==> config.mk <==
export PLATFORM = sky130hd
export DESIGN_NAME = in_order_commit_tracker
export DESIGN_NICKNAME = d
export VERILOG_FILES = /design/src/rtl/ioct_pkg.sv /design/src/rtl/ioct_ring.sv /design/src/rtl/in_order_commit_tracker.sv
export SDC_FILE = /design/constraint.sdc
export NUM_CORES = 2
export LEC_CHECK = 0
export BUFFER_PORTS_ARGS = -buffer_cell sky130_fd_sc_hd__buf_2
export CAP_MARGIN = 20
export CORE_MARGIN = 2
export CORE_UTILIZATION = 50
export DETAILED_ROUTE_END_ITERATION = 10
export PLACE_DENSITY = 0.66
export SLEW_MARGIN = 20
export SYNTH_ARGS = -nofsm -noshare
export SYNTH_HDL_FRONTEND = slang
export SYNTH_SLANG_ARGS = --single-unit
export TNS_END_PERCENT = 30
==> constraint.sdc <==
create_clock -name clk -period 16.14 [get_ports clk]
set_clock_uncertainty 0.15 [all_clocks]
set_input_delay 3.228 -clock clk [delete_from_list [all_inputs] [get_ports clk]]
set_output_delay 3.228 -clock clk [all_outputs]
set_load 0.05 [all_outputs]
==> src/rtl/ioct_pkg.sv <==
`timescale 1ns / 1ps
// ----------------------------------------------------------------------------
// ioct_pkg: types and codes of the in-order commit tracker
// Transfer structs for both channels and status codes.
// ----------------------------------------------------------------------------
package ioct_pkg;

	localparam logic FUNC_ALLOC  = 1'b0;
	localparam logic FUNC_COMMIT = 1'b1;

	localparam logic [1:0] ST_OK      = 2'd0;
	localparam logic [1:0] ST_FULL    = 2'd1;
	localparam logic [1:0] ST_UNKNOWN = 2'd2;

	typedef struct packed {
		logic        func;
		logic [31:0] obj_num;
		logic [31:0] tag_id;
		logic [31:0] entry_id;
		logic [31:0] done_id;
	} in_item_t;

	typedef struct packed {
		logic [1:0]  status;
		logic [31:0] new_commit_id;
		logic        updated;
		logic [31:0] position_object;
		logic [31:0] position_tag;
		logic [31:0] position_entry;
		logic        last;
	} out_item_t;

	typedef struct packed {
		logic [31:0] tag;
		logic [31:0] entry;
	} pos_t;

endpackage

==> src/rtl/ioct_ring.sv <==
`timescale 1ns / 1ps
// ----------------------------------------------------------------------------
// ioct_ring: pending commit memory
// One write port, one registered read port; holds object, tag and entry.
// ----------------------------------------------------------------------------
module ioct_ring import ioct_pkg::*; #(
	parameter int DEPTH = 16
) (
	input  logic                     clk,
	input  logic                     we,
	input  logic [$clog2(DEPTH)-1:0] waddr,
	input  logic [95:0]              wdata,
	input  logic [$clog2(DEPTH)-1:0] raddr,
	output logic [95:0]              rdata
);

	logic [95:0] mem [DEPTH];

	always_ff @(posedge clk) begin
		if (we) begin
			mem[waddr] <= wdata;
		end
		rdata <= mem[raddr];
	end

endmodule

==> src/rtl/in_order_commit_tracker.sv <==
`timescale 1ns / 1ps
// ----------------------------------------------------------------------------
// in_order_commit_tracker: in-order commit retirement with position list
// Flow: allocate and failed commit pass EXEC, then ONE answers them.
// Commit: EXEC marks the entry done, RD and HOLD retire done entries in
// order, then EMIT sends one list slot per cycle unless out_stall holds it.
// Throughput: one item in flight; a transfer is taken only when idle.
// Reset: ids restart at 1, done flags and position list clear at once.
// ----------------------------------------------------------------------------
module in_order_commit_tracker import ioct_pkg::*; #(
	parameter int PENDING_DEPTH  = 16,
	parameter int POSITION_SLOTS = 8
) (
	input  logic      clk,
	input  logic      arst_n,
	input  logic      in_valid,
	output logic      in_stall,
	input  in_item_t  in_data,
	output logic      out_valid,
	input  logic      out_stall,
	output out_item_t out_data
);

	localparam int AW = $clog2(PENDING_DEPTH);
	localparam int RING = 1 << AW;
	localparam int CW = $clog2(POSITION_SLOTS + 1);
	localparam int SW = (POSITION_SLOTS > 1) ? $clog2(POSITION_SLOTS) : 1;

	typedef enum logic [5:0] {
		S_IDLE = 6'b000001,
		S_EXEC = 6'b000010,
		S_RD   = 6'b000100,
		S_HOLD = 6'b001000,
		S_EMIT = 6'b010000,
		S_ONE  = 6'b100000
	} state_t;

	state_t      state_q;
	in_item_t    item_q;
	logic [31:0] last_id_q, oldest_id_q, held_obj_q;
	logic [AW-1:0] head_q;
	logic [RING-1:0] done_q;
	pos_t        held_q [POSITION_SLOTS];
	logic [CW-1:0] count_q;
	logic [SW-1:0] idx_q;
	logic        retired_q;
	logic [1:0]  res_status_q;
	logic [31:0] res_id_q;

	logic        ring_we;
	logic [AW-1:0] ring_waddr;
	logic [95:0] ring_rdata;

	logic [31:0] pcount, offset, tag_r;
	logic [AW-1:0] tail;
	logic        hit0;
	logic [SW-1:0] hit_idx;
	logic        hit_any;

	assign pcount = last_id_q - oldest_id_q + 32'd1;
	assign offset = item_q.done_id - oldest_id_q;
	assign tail   = head_q + pcount[AW-1:0];
	assign ring_we = (state_q == S_EXEC) && (item_q.func == FUNC_ALLOC)
		&& (pcount < 32'(PENDING_DEPTH));
	assign ring_waddr = tail;
	assign tag_r = ring_rdata[63:32];

	ioct_ring #(.DEPTH(RING)) u_ring (
		.clk   (clk),
		.we    (ring_we),
		.waddr (ring_waddr),
		.wdata ({item_q.obj_num, item_q.tag_id, item_q.entry_id}),
		.raddr (head_q),
		.rdata (ring_rdata)
	);

	always_comb begin
		hit0 = (count_q != '0) && (held_q[0].tag == tag_r);
		hit_any = 1'b0;
		hit_idx = '0;
		for (int i = POSITION_SLOTS - 1; i >= 1; i--) begin
			if (CW'(i) < count_q && held_q[i].tag == tag_r) begin
				hit_any = 1'b1;
				hit_idx = SW'(i);
			end
		end
	end

	assign in_stall = (state_q != S_IDLE);

	always_ff @(posedge clk or negedge arst_n) begin
		if (!arst_n) begin
			state_q     <= S_IDLE;
			last_id_q   <= '0;
			oldest_id_q <= 32'd1;
			head_q      <= '0;
			done_q      <= '0;
			held_obj_q  <= '0;
			count_q     <= '0;
			idx_q       <= '0;
			retired_q   <= 1'b0;
			out_valid   <= 1'b0;
		end else begin
			unique case (state_q)
				S_IDLE: begin
					if (in_valid) begin
						item_q  <= in_data;
						state_q <= S_EXEC;
					end
				end
				S_EXEC: begin
					retired_q <= 1'b0;
					if (item_q.func == FUNC_ALLOC) begin
						if (pcount >= 32'(PENDING_DEPTH)) begin
							res_status_q <= ST_FULL;
							res_id_q     <= '0;
						end else begin
							res_status_q <= ST_OK;
							done_q[tail] <= 1'b0;
							last_id_q    <= last_id_q + 32'd1;
							res_id_q     <= last_id_q + 32'd1;
						end
						state_q <= S_ONE;
					end else if (offset >= pcount
						|| pcount > 32'(PENDING_DEPTH)) begin
						res_status_q <= ST_UNKNOWN;
						res_id_q     <= '0;
						state_q <= S_ONE;
					end else begin
						res_status_q <= ST_OK;
						res_id_q     <= '0;
						done_q[head_q + offset[AW-1:0]] <= 1'b1;
						state_q <= S_RD;
					end
				end
				S_RD: begin
					if (pcount != '0 && done_q[head_q]) begin
						state_q <= S_HOLD;
					end else if (retired_q && count_q != '0) begin
						idx_q   <= '0;
						state_q <= S_EMIT;
					end else begin
						state_q <= S_ONE;
					end
				end
				S_HOLD: begin
					held_obj_q <= ring_rdata[95:64];
					if (hit0) begin
						held_q[0].entry <= ring_rdata[31:0];
					end else begin
						for (int i = POSITION_SLOTS - 1; i >= 1; i--) begin
							if ((hit_any && SW'(i) <= hit_idx) ||
								(!hit_any && CW'(i) <= count_q)) begin
								held_q[i] <= held_q[i-1];
							end
						end
						held_q[0] <= '{tag: tag_r, entry: ring_rdata[31:0]};
						if (!hit_any && count_q < CW'(POSITION_SLOTS)) begin
							count_q <= count_q + CW'(1);
						end
					end
					done_q[head_q] <= 1'b0;
					head_q      <= head_q + AW'(1);
					oldest_id_q <= oldest_id_q + 32'd1;
					retired_q   <= 1'b1;
					state_q     <= S_RD;
				end
				S_EMIT: begin
					if (!out_valid || !out_stall) begin
						out_valid <= 1'b1;
						out_data  <= '{status: ST_OK, new_commit_id: '0, updated: 1'b1,
							position_object: held_obj_q, position_tag: held_q[idx_q].tag,
							position_entry: held_q[idx_q].entry,
							last: (CW'(idx_q) + CW'(1) == count_q)};
						if (CW'(idx_q) + CW'(1) == count_q) begin
							state_q <= S_IDLE;
						end else begin
							idx_q <= idx_q + SW'(1);
						end
					end
				end
				S_ONE: begin
					if (!out_valid || !out_stall) begin
						out_valid <= 1'b1;
						out_data  <= '{status: res_status_q, new_commit_id: res_id_q,
							updated: 1'b0, position_object: '0, position_tag: '0,
							position_entry: '0, last: 1'b1};
						state_q <= S_IDLE;
					end
				end
				default: state_q <= S_IDLE;
			endcase
			if (out_valid && !out_stall
				&& !((state_q == S_EMIT) || (state_q == S_ONE))) begin
				out_valid <= 1'b0;
			end
		end
	end

	a_count_bound: assert property (@(posedge clk) disable iff (!arst_n)
		count_q <= CW'(POSITION_SLOTS)) else $error("position list overflow");
	a_pending_bound: assert property (@(posedge clk) disable iff (!arst_n)
		pcount <= 32'(PENDING_DEPTH)) else $error("pending ring overflow");
	a_busy_stall: assert property (@(posedge clk) disable iff (!arst_n)
		state_q != S_IDLE |-> in_stall) else $error("input taken while busy");

endmodule
==> results.sh <==
export IMPL_drt_iter0_markers=5203
export IMPL_die_width_um=457.4
export IMPL_path_class="flop to flop"
export IMPL_hold_depth=0
export IMPL_viasPerCell=6.001
export IMPL_reg2reg_slack_ns=7.73
export IMPL_vias=51235
export IMPL_netlist_area_sq_um=102800
export IMPL_min_path_type="flop to flop"
export IMPL_drt_wl_total_mm=242.9
export IMPL_num_nets_final=5922
export IMPL_leakagePower_nw=37.64
export IMPL_cts_tree="built"
export IMPL_cts_buffers_inserted=282
export IMPL_antenna_found_initial=20
export IMPL_min_period_ns=8.412
export IMPL_instances_no_fill=8538
export IMPL_ys_warnings_count=0
export IMPL_arrival_ns=8.76
export IMPL_synth_flop_cell="edfxtp_1"
export IMPL_grt_pass1_vias=52162
export IMPL_ant_nets=0
export IMPL_max_cap_viol_count=0
export IMPL_drv_slew=0
export IMPL_required_ns=16.49
export IMPL_status="completed"
export IMPL_max_freq_mhz=118.9
export IMPL_synth_cells=5246
export IMPL_post_drt_wl_per_cell_um=28.45
export IMPL_cts_root_buf="clkbuf_16"
export IMPL_core_sq_um=204400
export IMPL_grt_max_degree=140
export IMPL_synth_edf_count=2343
export IMPL_tightest_slew_ns=1.107
export IMPL_clkTransAtPathRegs_ns=0.06
export IMPL_peakVddDrop_mv=0.1098
export IMPL_io_buffer_count=266
export IMPL_setup_tns_ns=0
export IMPL_r2r_cells=20
export IMPL_dieArea_sq_um=209200
export IMPL_routabilityCongestion=0.9072
export IMPL_grt_pass1_wl_mm=358.3
export IMPL_ys_seq_elements=2570
export IMPL_dp_hpwl_mm=150.0
export IMPL_cts_resized=0
export IMPL_drive_above_1_share=0.2392
export IMPL_finalCritPeriodShare=0.5212
export IMPL_synth_cell_types=75
export IMPL_synthArstFlopShare=0.05097
export IMPL_cp_end_kind="flop"
export IMPL_drc=0
export IMPL_area_growth_pct=13.08
export IMPL_cts_setup_buffers=0
export IMPL_hold_viol=0
export IMPL_io_pins=267
export IMPL_cts_htree_levels=5
export IMPL_avgSynthCellArea_sq_um=19.59
export IMPL_setup_viol=0
export IMPL_rsz0062_at_grt="no"
export IMPL_place_inst=8049
export IMPL_slew_headroom=0.2551
export IMPL_clockBufferDepth=4
export IMPL_cp_start_kind="flop"
export IMPL_syn_num_nets=5523
export IMPL_power_density_nw_per_um2=124.7
export IMPL_placementRows=166
export IMPL_yosysSeqAreaShare=0.7352
export IMPL_grt_ovfl_total=0
export IMPL_r2r_end="u_ring.mem[7][36]"
export IMPL_first_pass_iters=6
export IMPL_clk_latency_ns=0.91
export IMPL_cts_sinks=2570
export IMPL_cp_max_fo=56
export IMPL_die_height_um=457.4
export IMPL_holdBufCountCts=0
export IMPL_gr_usage_all_layers=0.2326
export IMPL_cp_startpoint="last_id_q[1]"
export IMPL_rr_startpoint="last_id_q[1]"
export IMPL_start_util=0.5029
export IMPL_worstSetupEndpoint="u_ring.mem[7][36]"
==> cell type report <==
cell class                 count  area (sq um)
antenna                        9         22.52
fill                       15203         88150
timing repair buffer         353          2078
clock buffer                 377          7802
sequential                  2570         75590
inverter                      77         289.0
tap                         2688          3363
clock inverter               103         863.3
multi-input combinational   2361         26220
==> synth_stat cells, types with 5 or more instances <==
master | instances | area share
edfxtp_1 | 2343 | 0.68
mux4_2 | 612 | 0.13
xnor2_1 | 275 | 0.023
nand2_1 | 227 | 0.0083
nor2_1 | 169 | 0.0062
clkbuf_1 | 165 | 0.0060
xor2_1 | 141 | 0.012
ha_1 | 140 | 0.017
dfrtp_1 | 129 | 0.031
dfxtp_1 | 96 | 0.019
a21oi_1 | 84 | 0.0041
and2_1 | 77 | 0.0047
inv_1 | 77 | 0.0028
nand4_1 | 75 | 0.0046
buf_1 | 68 | 0.0025
mux2i_1 | 68 | 0.0066
o21ai_0 | 60 | 0.0029
a21o_1 | 49 | 0.0036
nor3_1 | 49 | 0.0024
nor4_1 | 48 | 0.0029
nand3_1 | 47 | 0.0023
and3_1 | 21 | 0.0013
nand2b_1 | 20 | 0.0012
o211ai_1 | 14 | 0.0010
o21a_1 | 13 | 0.00095
or3_1 | 12 | 0.00073
or4_1 | 12 | 0.00088
a21boi_0 | 11 | 0.00080
a211oi_1 | 9 | 0.00066
a31oi_1 | 9 | 0.00055
nand3b_1 | 9 | 0.00066
o31ai_1 | 9 | 0.00066
nor2b_1 | 8 | 0.00049
a31o_2 | 6 | 0.00051
o21bai_1 | 6 | 0.00044
or2_2 | 6 | 0.00037
buf_2 | 5 | 0.00024
==> flip-flops by register name, indices dropped and copies added, names as in the netlist, 16 cells and up <==
register and flops:
held_obj_q 32, done_q 16, out_data 132, last_id_q 32, u_ring.mem 1536, u_ring.rdata 96
held_q 512, item_q 129, oldest_id_q 32, res_id_q 32
==> placed cells by master, fill, tap and decap left out, types with 11 or more instances in the layout <==
cell type / netlist / routed
a21boi_0: 11 / 11
a21o_1: 49 / 49
a21oi_1: 84 / 80
and2_1: 77 / 76
and3_1: 21 / 21
buf_2: 5 / 265
buf_4: 0 / 80
bufinv_16: 0 / 13
clkbuf_1: 165 / 64
clkbuf_16: 0 / 289
clkbuf_8: 0 / 24
clkinv_1: 0 / 43
clkinv_2: 0 / 32
dfrtp_1: 129 / 122
dfxtp_1: 96 / 96
edfxtp_1: 2343 / 2343
ha_1: 140 / 140
inv_1: 77 / 77
mux2i_1: 68 / 68
mux4_2: 612 / 612
nand2_1: 227 / 227
nand2b_1: 20 / 20
nand3_1: 47 / 47
nand4_1: 75 / 75
nor2_1: 169 / 166
nor3_1: 49 / 32
nor3_2: 0 / 17
nor4_1: 48 / 48
o211ai_1: 14 / 14
o21a_1: 13 / 13
o21ai_0: 60 / 60
or3_1: 12 / 12
or4_1: 12 / 12
xnor2_1: 275 / 274
xor2_1: 141 / 141
==> metal layers <==
metal / routed length [um] / up-vias / global-route usage
met2: 113600 / 1967 / 0.3572
met5: 7 / - / 0
met3: 16810 / 325 / 0.03915
met1: 107200 / 27084 / 0.3502
li1: - / 21857 / -
met4: 5292 / 2 / 0.05807
==> through the flow <==
stage                     total power, mW  worst slack (ns)  utilization  area, sq um  hold slack [ns]
after CTS                           14.63             7.626       0.5686       116200           0.2519
after detailed placement            8.541             7.662       0.5262       107500           0.2387
after global routing                14.96             7.258       0.5686       116200           0.2561
after global placement              8.518             7.226       0.5261       107500           0.2389
final                               14.49             7.728       0.5687       116200           0.2511
after floorplan                     8.179             4.274            -       102800           0.2355
==> report_power, final <==
part	total, mW	switching, mW	internal, mW
clock	6.09	2.50	3.59
combinational	0.818	0.558	0.260
sequential	7.58	0.156	7.43
total	14.5	3.22	11.3
==> critical path: stages (launching register included) <==
cell	delay (ns)
dfrtp_1	0.38
inv_1	0.08
ha_1	0.29
inv_1	0.06
ha_1	0.20
inv_1	0.09
fa_1	0.50
nor2b_4	0.15
o2111ai_1	0.24
a21o_1	0.30
a21o_1	0.24
o31ai_1	0.45
a221oi_1	0.20
xnor2_2	0.17
buf_4	0.22
or4b_2	0.70
nor4b_2	0.64
nand3_1	0.90
nor3_2	0.39
buf_4	0.87
buf_4	0.74
==> logic make-up after synthesis <==
logic type | after synthesis | share of synthesized area
mux | 681 | 0.1408
flops | 2570 | 0.7352
simple gates | 799 | 0.03865
buf+inv | 315 | 0.01156
xor+xnor | 416 | 0.03545
fa+ha+maj | 144 | 0.01782
compound gates | 321 | 0.02050
==> how the worst min path moves through the flow <==
stage,start,to,slack (ns)
floorplan,u_ring.rdata[0],held_q[0][0],0.24
global placement,u_ring.rdata[3],held_q[0][3],0.24
detailed placement,u_ring.rdata[13],held_q[0][13],0.24
CTS,u_ring.rdata[28],held_q[0][28],0.25
global route,u_ring.rdata[15],held_q[0][15],0.26
finish,u_ring.rdata[2],held_q[0][2],0.25
Note: power is estimated with default switching activity, not from simulation.
